--- config.mk ---
export PLATFORM = sky130hd
export DESIGN_NAME = two_button_clock_set_controller
export DESIGN_NICKNAME = d
export VERILOG_FILES = /design/src/rtl/tbcs_pkg.sv /design/src/rtl/tbcs_edit.sv /design/src/rtl/two_button_clock_set_controller.sv
export SDC_FILE = /design/constraint.sdc
export NUM_CORES = 1
export LEC_CHECK = 0
export ABC_CLOCK_PERIOD_IN_PS = 4600
export BUFFER_PORTS_ARGS = -buffer_cell sky130_fd_sc_hd__buf_4
export CORE_ASPECT_RATIO = 0.7
export CORE_UTILIZATION = 30
export DETAILED_ROUTE_END_ITERATION = 16
export GPL_ROUTABILITY_DRIVEN = 0
export GPL_TIMING_DRIVEN = 0
export SKIP_LAST_GASP = 1
export SLEW_MARGIN = 20
export SYNTH_ARGS = -nofsm -noshare
export SYNTH_HDL_FRONTEND = slang
export SYNTH_SLANG_ARGS = --single-unit
--- constraint.sdc ---
create_clock -name clk -period 4.6 [get_ports clk]
set_input_delay 0.92 -clock clk [delete_from_list [all_inputs] [get_ports clk]]
set_output_delay 0.92 -clock clk [all_outputs]
set_load 0.05 [all_outputs]
--- src/rtl/tbcs_pkg.sv ---
// Shared types, codes and wrap helpers for the two-button clock-set controller.
// No dependencies; used by tbcs_edit and two_button_clock_set_controller.
package tbcs_pkg;

  localparam int unsigned HoldSecondsReset = 2;

  // Input action codes.
  localparam logic ACT_ENTER  = 1'b0;
  localparam logic ACT_UPDATE = 1'b1;

  typedef enum logic [2:0] {
    STEP_NONE   = 3'd0,
    STEP_HOUR   = 3'd1,
    STEP_MINUTE = 3'd2,
    STEP_SECOND = 3'd3,
    STEP_DONE   = 3'd4
  } step_t;

  typedef enum logic [1:0] {
    HOLD_IDLE    = 2'd0,
    HOLD_TIMING  = 2'd1,
    HOLD_LATCHED = 2'd2
  } hold_mode_t;

  typedef struct packed {
    logic       action;
    logic       button_a;
    logic       button_b;
    logic [4:0] hours;
    logic [5:0] minutes;
    logic [5:0] seconds;
  } item_t;

  typedef struct packed {
    step_t      step;
    logic [4:0] hours;
    logic [5:0] minutes;
    logic [5:0] seconds;
    logic       colon_visible;
    logic       finished;
  } result_t;

  // Step a 0..31 value up or down modulo 24. Out-of-range inputs can need
  // two corrections, so both are checked.
  function automatic logic [4:0] wrap24(input logic [4:0] v, input logic up);
    logic [5:0] t;
    begin
      t = up ? ({1'b0, v} + 6'd1) : ({1'b0, v} + 6'd23);
      if (t >= 6'd48) begin
        t = t - 6'd48;
      end else if (t >= 6'd24) begin
        t = t - 6'd24;
      end
      return t[4:0];
    end
  endfunction

  // Step a 0..63 value up or down modulo 60.
  function automatic logic [5:0] wrap60(input logic [5:0] v, input logic up);
    logic [6:0] t;
    begin
      t = up ? ({1'b0, v} + 7'd1) : ({1'b0, v} + 7'd59);
      if (t >= 7'd120) begin
        t = t - 7'd120;
      end else if (t >= 7'd60) begin
        t = t - 7'd60;
      end
      return t[5:0];
    end
  endfunction

endpackage

--- src/rtl/tbcs_edit.sv ---
// Edit state of the clock-set controller: step, hold tracking and the time
// being edited. Depends on tbcs_pkg. Updates its state when fire is high.
module tbcs_edit
  import tbcs_pkg::*;
(
  input  logic       clk,
  input  logic       rst,
  input  logic       fire,
  input  item_t      item,
  input  logic [5:0] hold_limit,
  output result_t    result
);

  step_t      step, step_next;
  hold_mode_t mode, mode_next;
  logic [5:0] start, start_next;
  logic [4:0] hours, hours_next;
  logic [5:0] minutes, minutes_next;
  logic [5:0] seconds, seconds_next;
  logic [6:0] elapsed;
  logic       both;

  always_ff @(posedge clk) begin
    if (rst) begin
      step    <= STEP_NONE;
      mode    <= HOLD_IDLE;
      start   <= '0;
      hours   <= '0;
      minutes <= '0;
      seconds <= '0;
    end else if (fire) begin
      step    <= step_next;
      mode    <= mode_next;
      start   <= start_next;
      hours   <= hours_next;
      minutes <= minutes_next;
      seconds <= seconds_next;
    end
  end

  // Seconds since the hold began, wrapping across the minute boundary.
  always_comb begin
    if (item.seconds > start) begin
      elapsed = {1'b0, item.seconds} - {1'b0, start};
    end else begin
      elapsed = {1'b0, item.seconds} + 7'd60 - {1'b0, start};
    end
  end

  assign both = item.button_a & item.button_b;

  always_comb begin
    step_next    = step;
    mode_next    = mode;
    start_next   = start;
    hours_next   = hours;
    minutes_next = minutes;
    seconds_next = seconds;

    if (item.action == ACT_ENTER) begin
      step_next    = STEP_HOUR;
      hours_next   = item.hours;
      minutes_next = item.minutes;
      seconds_next = item.seconds;
    end else begin
      if (!both) begin
        mode_next = HOLD_IDLE;
      end else begin
        unique case (mode)
          HOLD_IDLE: begin
            start_next = item.seconds;
            mode_next  = HOLD_TIMING;
          end
          HOLD_TIMING: begin
            // A hold that started in this same second never advances.
            if (item.seconds != start && elapsed >= {1'b0, hold_limit}) begin
              mode_next = HOLD_LATCHED;
              unique case (step)
                STEP_HOUR:   step_next = STEP_MINUTE;
                STEP_MINUTE: step_next = STEP_SECOND;
                STEP_SECOND: step_next = STEP_DONE;
                default:     step_next = step;
              endcase
            end
          end
          default: mode_next = mode;
        endcase
      end

      if (item.button_a != item.button_b) begin
        unique case (step)
          STEP_HOUR:   hours_next   = wrap24(hours, item.button_a);
          STEP_MINUTE: minutes_next = wrap60(minutes, item.button_a);
          STEP_SECOND: seconds_next = wrap60(seconds, item.button_a);
          default:     hours_next   = hours;
        endcase
      end
    end
  end

  always_comb begin
    result.step          = step_next;
    result.hours         = hours_next;
    result.minutes       = minutes_next;
    result.seconds       = seconds_next;
    result.colon_visible = item.seconds[0];
    result.finished      = (step_next == STEP_DONE);
  end

`ifndef SYNTH
  a_enter_hour: assert property (@(posedge clk) disable iff (rst)
    fire && item.action == ACT_ENTER |=> step == STEP_HOUR)
    else $error("enter did not select hour editing");

  a_release_idle: assert property (@(posedge clk) disable iff (rst)
    fire && item.action == ACT_UPDATE && !both |=> mode == HOLD_IDLE)
    else $error("hold tracking not cleared on release");

  a_hold_state: assert property (@(posedge clk) disable iff (rst)
    !fire |=> $stable(step) && $stable(mode) && $stable(hours)
              && $stable(minutes) && $stable(seconds))
    else $error("edit state changed without a request");

  a_latch_from_timing: assert property (@(posedge clk) disable iff (rst)
    fire && mode != HOLD_TIMING |=> mode != HOLD_LATCHED || $past(mode) == HOLD_LATCHED)
    else $error("advance latched without timing a hold");

  a_step_moves_forward: assert property (@(posedge clk) disable iff (rst)
    fire && item.action == ACT_UPDATE && step != STEP_NONE
    |=> step >= $past(step))
    else $error("edit step went backward on an update");
`endif

endmodule

--- src/rtl/two_button_clock_set_controller.sv ---
// Top level of the two-button clock-set controller: input register, edit
// state (tbcs_edit), result register and the hold_seconds setting.
// Depends on tbcs_pkg and tbcs_edit.

// The block takes one request per clock unless a side stalls, and returns
// one result per request, in order. A request is held in the input register,
// the edit state is read and written in the same clock as the update stage
// fires, and the result is then held in the output register; that one update
// stage sets the rate at one request per cycle. Both sides may stall freely:
// a held result stops the update stage, and the input register still takes a new
// request whenever it is empty or draining. A write to hold_seconds is taken
// at once and should only be made while no request is in flight.
module two_button_clock_set_controller
  import tbcs_pkg::*;
(
  input  logic       clk,
  input  logic       rst,
  input  logic       in_valid,
  output logic       in_ready,
  input  logic       action,
  input  logic       button_a,
  input  logic       button_b,
  input  logic [4:0] now_hours,
  input  logic [5:0] now_minutes,
  input  logic [5:0] now_seconds,
  output logic       out_valid,
  input  logic       out_ready,
  output logic [2:0] edit_step,
  output logic [4:0] edit_hours,
  output logic [5:0] edit_minutes,
  output logic [5:0] edit_seconds,
  output logic       colon_visible,
  output logic       finished,
  input  logic       cfg_valid,
  output logic       cfg_ready,
  input  logic [5:0] hold_seconds
);

  logic       hold_valid;
  item_t      held_item;
  logic       fire;
  logic [5:0] hold_limit;
  result_t    result;
  result_t    out_data;

  assign cfg_ready = 1'b1;

  always_ff @(posedge clk) begin
    if (rst) begin
      hold_limit <= 6'(HoldSecondsReset);
    end else if (cfg_valid && cfg_ready) begin
      hold_limit <= hold_seconds;
    end
  end

  // The update stage runs when a request is held and the result slot is free
  // or being emptied this cycle.
  assign fire     = hold_valid && (!out_valid || out_ready);
  assign in_ready = !hold_valid || fire;

  always_ff @(posedge clk) begin
    if (rst) begin
      hold_valid <= 1'b0;
    end else if (in_ready) begin
      hold_valid <= in_valid;
    end
  end

  always_ff @(posedge clk) begin
    if (in_valid && in_ready) begin
      held_item.action   <= action;
      held_item.button_a <= button_a;
      held_item.button_b <= button_b;
      held_item.hours    <= now_hours;
      held_item.minutes  <= now_minutes;
      held_item.seconds  <= now_seconds;
    end
  end

  tbcs_edit u_edit (
    .clk        (clk),
    .rst        (rst),
    .fire       (fire),
    .item       (held_item),
    .hold_limit (hold_limit),
    .result     (result)
  );

  always_ff @(posedge clk) begin
    if (rst) begin
      out_valid <= 1'b0;
    end else if (fire) begin
      out_valid <= 1'b1;
    end else if (out_ready) begin
      out_valid <= 1'b0;
    end
  end

  always_ff @(posedge clk) begin
    if (fire) begin
      out_data <= result;
    end
  end

  assign edit_step     = out_data.step;
  assign edit_hours    = out_data.hours;
  assign edit_minutes  = out_data.minutes;
  assign edit_seconds  = out_data.seconds;
  assign colon_visible = out_data.colon_visible;
  assign finished      = out_data.finished;

endmodule

==> impl_metrics.sql, run 1 <==
INSERT INTO impl_metrics (metric_group, metric, value, unit) VALUES
('critical_path', 'critPathLaunch', 'held_item[18]', ''),
('die', 'core_area', '16400', 'µm²'),
('critical_path', 'critical_path.cell_chain', 'inv_1 -> ha_1 -> a21oi_1 -> nor2b_1 -> xor2_1 -> ha_1 -> nand2_1 -> o31a_1 -> o21ai_0 -> a21oi_1 -> a2111oi_0 -> nor2_1', ''),
('timing', 'rsz0062_at_grt', 'no', ''),
('yosys', 'synth_warnings', '0', ''),
('die', 'die-width', '157', 'µm'),
('yosys', 'synth_area_leaders', 'sky130_fd_sc_hd__edfxtp_1 (25%), sky130_fd_sc_hd__dfxtp_1 (14%), sky130_fd_sc_hd__ha_1 (11%)', ''),
('detailed_routing', 'post_drt_via_cell_ratio', '5.10', ''),
('detailed_routing', 'routed-wl-met2', '5960', 'µm'),
('critical_path', 'critical_path.slowest_cell', 'sky130_fd_sc_hd__a2111oi_0', ''),
('critical_path', 'critPathCaptureType', 'register', ''),
('clocking', 'cts_hold_buffers_added', '0', ''),
('run_status', 'outcome', 'finished clean', ''),
('critical_path', 'r2r_setup_slack', '0.46', 'ns'),
('timing', 'achievable-frequency', '242', 'MHz'),
('worst_hold_path', 'hold_path_class', 'reg2reg', ''),
('global_routing', 'grt_antenna_before_repair', '0', ''),
('clocking', 'cts_tree', 'done', ''),
('critical_path', 'reg2reg_depth', '12', ''),
('power_and_ir_drop', 'cellLeakagePower', '2.36', 'nW'),
('die', 'start_util', '0.309', ''),
('layout', 'area.growth.synth_to_final', '20.3', '%'),
('layout', 'final_cell_mix', 'sky130_fd_sc_hd__nand2_1 (56), sky130_fd_sc_hd__buf_4 (53), sky130_fd_sc_hd__nor2_1 (44), sky130_fd_sc_hd__ha_1 (43), sky130_fd_sc_hd__edfxtp_1 (42)', ''),
('detailed_routing', 'vias', '4250', ''),
('critical_path', 'r2r-start', 'held_item[18]', ''),
('yosys', 'synth-seq-area-share', '0.391', ''),
('placement', 'dp.final_hpwl', '10200', 'µm'),
('global_routing', 'maximum_number_of_pins_on_one_net_before_global_route_repair', '27', ''),
('yosys', 'netlist_area', '5070', 'µm²'),
('detailed_routing', 'drt_first_pass_iters', '5', ''),
('detailed_routing', 'antenna_violating_nets_post_route', '0', ''),
('yosys', 'netlist-cell-type-count', '75', ''),
('yosys', 'yosys_register_bits', '78', ''),
('die', 'die_area', '17400', 'µm²'),
('critical_path', 'crit_path_start_kind', 'register', ''),
('clocking', 'cts_inserted_buffers', '9', ''),
('global_routing', 'first_pass_grt_wire_length', '22100', 'µm'),
('clocking', 'cts.path.max_buffers', '2', ''),
('clocking', 'clock_latency', '0.35', 'ns'),
('timing', 'timing.final.setup_violations', '0', ''),
('critical_path', 'rr_endpoint', 'edit_seconds[4]', ''),
('layout', 'layout.nets', '683', ''),
('timing', 'post-route-period-util', '0.899', ''),
('detailed_routing', 'drcViolationCount', '0', ''),
('clocking', 'cts_sinks', '78', ''),
('placement', 'preCtsSetupSlack', '0.553', 'ns'),
('yosys', 'synth_top_area_share', '0.249', ''),
('layout', 'antenna_cells', '0', ''),
('timing', 'fin_worst_skew', '0.00778', 'ns'),
('timing', 'final_hold_viol_count', '0', ''),
('yosys', 'ys_async_sr_fraction', '0', ''),
('yosys', 'synthDominantAreaCellType', 'sky130_fd_sc_hd__edfxtp_1', ''),
('yosys', 'post_synthesis_net_count', '619', ''),
('global_routing', 'grt_util_all_layers', '0.168', ''),
('clocking', 'post-cts-setup-buffers', '0', ''),
('timing', 'final.setup.tns', '0', 'ns'),
('layout', 'final_layout_size_suffix_gt1_frac', '0.148', ''),
('power_and_ir_drop', 'peakVddDrop', '203', 'µV'),
('job', 'timing.max_cap.violations', '0', ''),
('detailed_routing', 'wl_met3', '815', 'µm'),
('critical_path', 'crit_path_required_time', '4.65', 'ns'),
('global_routing', 'globalRouteOverflowTotal', '0', ''),
('detailed_routing', 'routed.top_layer', 'met4', ''),
('layout', 'layout.cells.most_common', 'sky130_fd_sc_hd__nand2_1', ''),
('timing', 'final_critical_path_setup_slack', '0.463', 'ns'),
('timing', 'timing_worst_slew_pin_value', '0.934', 'ns'),
('critical_path', 'worstSetupPathType', 'reg2reg', ''),
('placement', 'portBuffers', '52', ''),
('detailed_routing', 'finalWirelength', '13900', 'µm'),
('timing', 'report.final.slew_viol_count', '0', ''),
('global_routing', 'first_global_vias', '4146', '');
[logic make-up after synthesis]
group	share of synthesized area
buf+inv	0.0474
xor+xnor	0.0427
simple gates	0.164
compound gates	0.196
fa+ha+maj	0.130
other cells	0.000740
mux	0.0279
flops	0.391
[sequential cells by signal (all words and copies together), names as in the netlist]
name,cells
edit_hours,5
colon_visible,1
u_edit.minutes,6
edit_step,3
hold_limit,6
u_edit.hours,5
finished,1
hold_valid,1
u_edit.mode,2
u_edit.start,6
u_edit.seconds,6
held_item,20
out_valid,1
edit_seconds,6
edit_minutes,6
u_edit.step,3
[power breakdown]
group	total [W]	leakage, nW	switching, W	internal (W)
logic	0.000353	1.50	0.000222	0.000131
clock network	0.000800	0.165	0.000306	0.000495
registers	0.000795	0.698	0.0000234	0.000771
[metrics by stage]
stage | area [µm²] | hold slack (ns) | total power, W | std cells | utilization
2_1_floorplan | 5070 | 0.453 | 0.00105 | 539 | -
3_3_place_gp | 5740 | 0.469 | 0.00114 | 816 | 0.350
3_5_place_dp | 5760 | 0.473 | 0.00116 | 817 | 0.351
4_1_cts | 6090 | 0.481 | 0.00197 | 833 | 0.372
5_1_grt | 6090 | 0.506 | 0.00204 | 833 | 0.372
6_report | 6090 | 0.482 | 0.00195 | 833 | 0.372
[metal layers]
metal,GRT usage,up-vias
li1,-,2083
met1,0.243,2025
met2,0.246,131
met3,0.0418,11
met4,0.0427,0
met5,0,-
[area by class of cell]
cell class | instances | area (µm²)
fill | 1658 | 10300
multi-input combinational | 400 | 2850
sequential | 78 | 1980
timing repair buffer | 53 | 410
tap | 225 | 282
clock buffer | 10 | 239
inverter | 39 | 146
buffer | 22 | 95.1
clock inverter | 6 | 93.8
[cells in the mapped netlist, drive strengths merged, types with 9 or more instances]
| cell | instances |
|---|---|
| a21o | 11 |
| a21oi | 40 |
| a31oi | 12 |
| clkbuf | 19 |
| dfxtp | 36 |
| edfxtp | 42 |
| ha | 43 |
| inv | 39 |
| mux2i | 13 |
| nand2 | 56 |
| nand3 | 11 |
| nor2 | 45 |
| o21ai | 30 |
| xnor2 | 14 |
| xor2 | 9 |
[worst max-delay path, delay by kind of cell, from the launching register on]
kind	cells	cell delay (ns)
xor gates and xnor gates	1	0.41
AOI/OAI and AO/OA	5	1.52
buffers and inverters	1	0.54
DFF	1	0.39
adders and majority gates	2	0.67
and+or+nand+nor	3	0.30
[worst min-delay path by stage]
stage / from / to / cells after the start
final: u_edit.hours[2] / u_edit.hours[2] / 2
after global routing: u_edit.hours[2] / u_edit.hours[2] / 2
after CTS: u_edit.hours[2] / u_edit.hours[2] / 2
after detailed placement: u_edit.hours[2] / u_edit.hours[2] / 2
after global placement: u_edit.hours[2] / u_edit.hours[2] / 2
after floorplan: u_edit.hours[2] / u_edit.hours[2] / 2
No activity file was read; power rests on OpenSTA's default activity.
==> inputs of run 2 (changes only) <==
Settings changed: CORE_ASPECT_RATIO 0.7 to 0.9.
==> run 2 against run 1 <==
Non-clock buffer count stayed put. Die area is essentially flat. Sequential share of layout area grew 0.20 points. Sequential cell count stayed put. Wire length down 5.8%. Cell count down 2.2%. Clock power is 8.1% lower. Worst setup slack improved by 0.037 ns. Critical endpoint is now edit_step[0]. Sequential power about the same. Critical path depth rose by 4.
==> impl_metrics.sql, run 2 (synthesis gave the netlist of run 1 again) <==
INSERT INTO impl_metrics (metric_group, metric, value, unit) VALUES
('run_status', 'outcome', 'finished clean', ''),
('layout', 'antenna_cells', '0', ''),
('global_routing', 'maximum_number_of_pins_on_one_net_before_global_route_repair', '21', ''),
('power_and_ir_drop', 'switchingPower', '0.000530', 'W'),
('critical_path', 'critPathMaxStageDelay', '0.50', 'ns'),
('placement', 'dp.final_hpwl', '9700', 'µm'),
('critical_path', 'worstSetupPathType', 'reg2reg', ''),
('timing', 'slew-limit-headroom', '0.440', ''),
('layout', 'final_cell_mix', 'sky130_fd_sc_hd__nand2_1 (56), sky130_fd_sc_hd__buf_4 (53), sky130_fd_sc_hd__nor2_1 (44), sky130_fd_sc_hd__ha_1 (43), sky130_fd_sc_hd__edfxtp_1 (42)', ''),
('clocking', 'cts_hold_buffers_added', '0', ''),
('global_routing', 'globalRouteOverflowTotal', '0', ''),
('power_and_ir_drop', 'seq_power_share', '0.422', ''),
('detailed_routing', 'detail_route.iter0.violations', '288', ''),
('global_routing', 'grt_util_all_layers', '0.152', ''),
('clocking', 'clkTransAtPathRegs', '0.06', 'ns'),
('detailed_routing', 'vias', '4199', ''),
('clocking', 'clock_latency', '0.34', 'ns'),
('power_and_ir_drop', 'power_per_cell_area', '311', 'nW/µm²'),
('power_and_ir_drop', 'p_int', '0.00135', 'W'),
('timing', 'rsz0062_at_grt', 'no', ''),
('detailed_routing', 'drt_first_pass_iters', '13', ''),
('critical_path', 'crit_path_start_kind', 'register', ''),
('timing', 'timing_worst_slew_pin_value', '0.819', 'ns'),
('timing', 'final.setup.tns', '0', 'ns'),
('job', 'timing.max_cap.violations', '0', ''),
('timing', 'report.final.slew_viol_count', '0', ''),
('critical_path', 'r2r_setup_slack', '0.50', 'ns'),
('power_and_ir_drop', 'cellLeakagePower', '2.34', 'nW'),
('layout', 'layout.nets', '683', ''),
('critical_path', 'r2r-start', 'held_item[1]', ''),
('timing', 'achievable-frequency', '244', 'MHz'),
('worst_hold_path', 'hold_path.startpoint', 'u_edit.hours[2]', ''),
('critical_path', 'crit_path_required_time', '4.74', 'ns'),
('detailed_routing', 'post_drt_via_cell_ratio', '5.15', ''),
('clocking', 'cts_tree', 'done', ''),
('layout', 'flip_flop_count_of_the_largest_register_after_layout', '20', ''),
('layout', 'final.fill_count', '1631', ''),
('die', 'start_util', '0.311', ''),
('die', 'rows', '44', ''),
('clocking', 'clock-root-buffer', 'sky130_fd_sc_hd__clkbuf_16', ''),
('power_and_ir_drop', 'peakVddDrop', '171', 'µV'),
('clocking', 'post-cts-setup-buffers', '0', ''),
('die', 'core_area', '16300', 'µm²'),
('die', 'num_io_pins', '56', ''),
('clocking', 'cts_inserted_buffers', '9', ''),
('clocking', 'htree_levels', '3', ''),
('die', 'die_height', '125', 'µm'),
('detailed_routing', 'drcViolationCount', '0', ''),
('detailed_routing', 'antenna_violating_nets_post_route', '0', ''),
('placement', 'preCtsSetupSlack', '0.549', 'ns'),
('critical_path', 'cp_data_arrival_time', '4.23', 'ns'),
('die', 'die_area', '17400', 'µm²'),
('layout', 'layout.cells.most_common', 'sky130_fd_sc_hd__nand2_1', ''),
('layout', 'final_layout_size_suffix_gt1_frac', '0.148', ''),
('placement', 'portBuffers', '52', ''),
('power_and_ir_drop', 'comb_power_share', '0.187', ''),
('critical_path', 'critPathCaptureType', 'register', ''),
('detailed_routing', 'finalWirelength', '13100', 'µm'),
('die', 'die-width', '139', 'µm'),
('critical_path', 'critPathLaunch', 'held_item[1]', ''),
('layout', 'reg_with_most_ffs', 'held_item', ''),
('critical_path', 'critical_path.slowest_cell', 'sky130_fd_sc_hd__edfxtp_1', ''),
('timing', 'fin_worst_skew', '0.00712', 'ns'),
('timing', 'timing.final.setup_violations', '0', ''),
('clocking', 'post_cts_resized', '0', ''),
('worst_hold_path', 'hold_path_class', 'reg2reg', ''),
('timing', 'final_critical_path_setup_slack', '0.501', 'ns'),
('power_and_ir_drop', 'swShare', '0.281', ''),
('detailed_routing', 'routedWlPerCell', '16.0', 'µm'),
('timing', 'final_hold_viol_count', '0', ''),
('timing', 'post-route-period-util', '0.891', ''),
('clocking', 'cts_sinks', '78', ''),
('global_routing', 'grt_antenna_before_repair', '0', ''),
('critical_path', 'critical_path.cell_chain', 'ha_1 -> inv_1 -> fa_1 -> nor2b_1 -> o21a_1 -> o31a_1 -> o21ai_2 -> nor2_1 -> a21oi_1 -> ha_1 -> a21oi_1 -> o21ai_0 -> a221oi_1 -> clkbuf_1 -> nor2_1 -> o21ai_0', ''),
('global_routing', 'first_global_vias', '4085', ''),
('layout', 'area.growth.synth_to_final', '19.5', '%'),
('critical_path', 'path_max_fanout', '10', ''),
('power_and_ir_drop', 'clock_power_share', '0.391', ''),
('timing', 'post-route-min-period', '4.10', 'ns'),
('global_routing', 'first_pass_grt_wire_length', '20700', 'µm'),
('clocking', 'cts.path.max_buffers', '2', '');
[run 2: cell types whose count changed in the layout (fill, tap and decap cells not counted), sizes merged]
cell      previous run  this run
bufinv               2         1
clkbuf              29        30
clkinv               3         1
clkinvlp             0         3
inv                 40        39
[run 2: path summary, 6_finish.rpt]
path,to,depth (start not counted)
hold / removal,u_edit.hours[2],2
hold reg to reg,u_edit.hours[2],2
setup reg to reg,edit_step[0],16
setup / recovery,edit_step[0],16
[run 2: power by group through the flow]
stage | clock, W | sequential [W] | combinational, W
after floorplan | 0 | 0.000838 | 0.000209
after global placement | 0 | 0.000809 | 0.000336
after detailed placement | 0 | 0.000809 | 0.000348
after CTS | 0.000754 | 0.000795 | 0.000351
after global routing | 0.000782 | 0.000798 | 0.000386
final | 0.000735 | 0.000794 | 0.000352
[run 2: final cells by class]
class                   count  area [µm²]  share of cell area
plain buffers              22        95.1              0.0157
clock buffers              11         253              0.0417
clock inverters             5        57.6             0.00950
inverters                  39         146              0.0242
multi-input cells         400        2850               0.470
flip-flops and latches     78        1980               0.327
well taps                 207         259              0.0428
repair buffers             53         418              0.0690
[run 2: through the flow]
step	instance area, µm²	hold slack [ns]	cells	total power [W]	utilization
global route	6060	0.511	815	0.00197	0.372
global placement	5720	0.470	798	0.00115	0.351
floorplan	5070	0.453	539	0.00105	-
CTS	6050	0.495	815	0.00190	0.372
finish	6060	0.490	815	0.00188	0.372
detailed placement	5740	0.476	799	0.00116	0.353
[run 2: worst max-delay path: cells and delay by family (launching register included)]
family,cells,cell delay (ns)
adder cells (fa/ha/maj),3,0.75
buffers and inverters,2,0.51
flip-flops,1,0.50
AND/OR/NAND/NOR,3,0.28
AO/OA/AOI/OAI,8,1.85
[run 2: layer usage]
| layer | wire [µm] | share of wire | GRT usage | vias to the layer above |
|---|---|---|---|---|
| li1 | - | - | - | 2079 |
| met1 | 6190 | 0.47 | 0.199 | 1964 |
| met2 | 6020 | 0.46 | 0.247 | 131 |
| met3 | 575 | 0.044 | 0.0276 | 25 |
| met4 | 272 | 0.021 | 0.0641 | 0 |
| met5 | 0 | 0 | 0 | - |
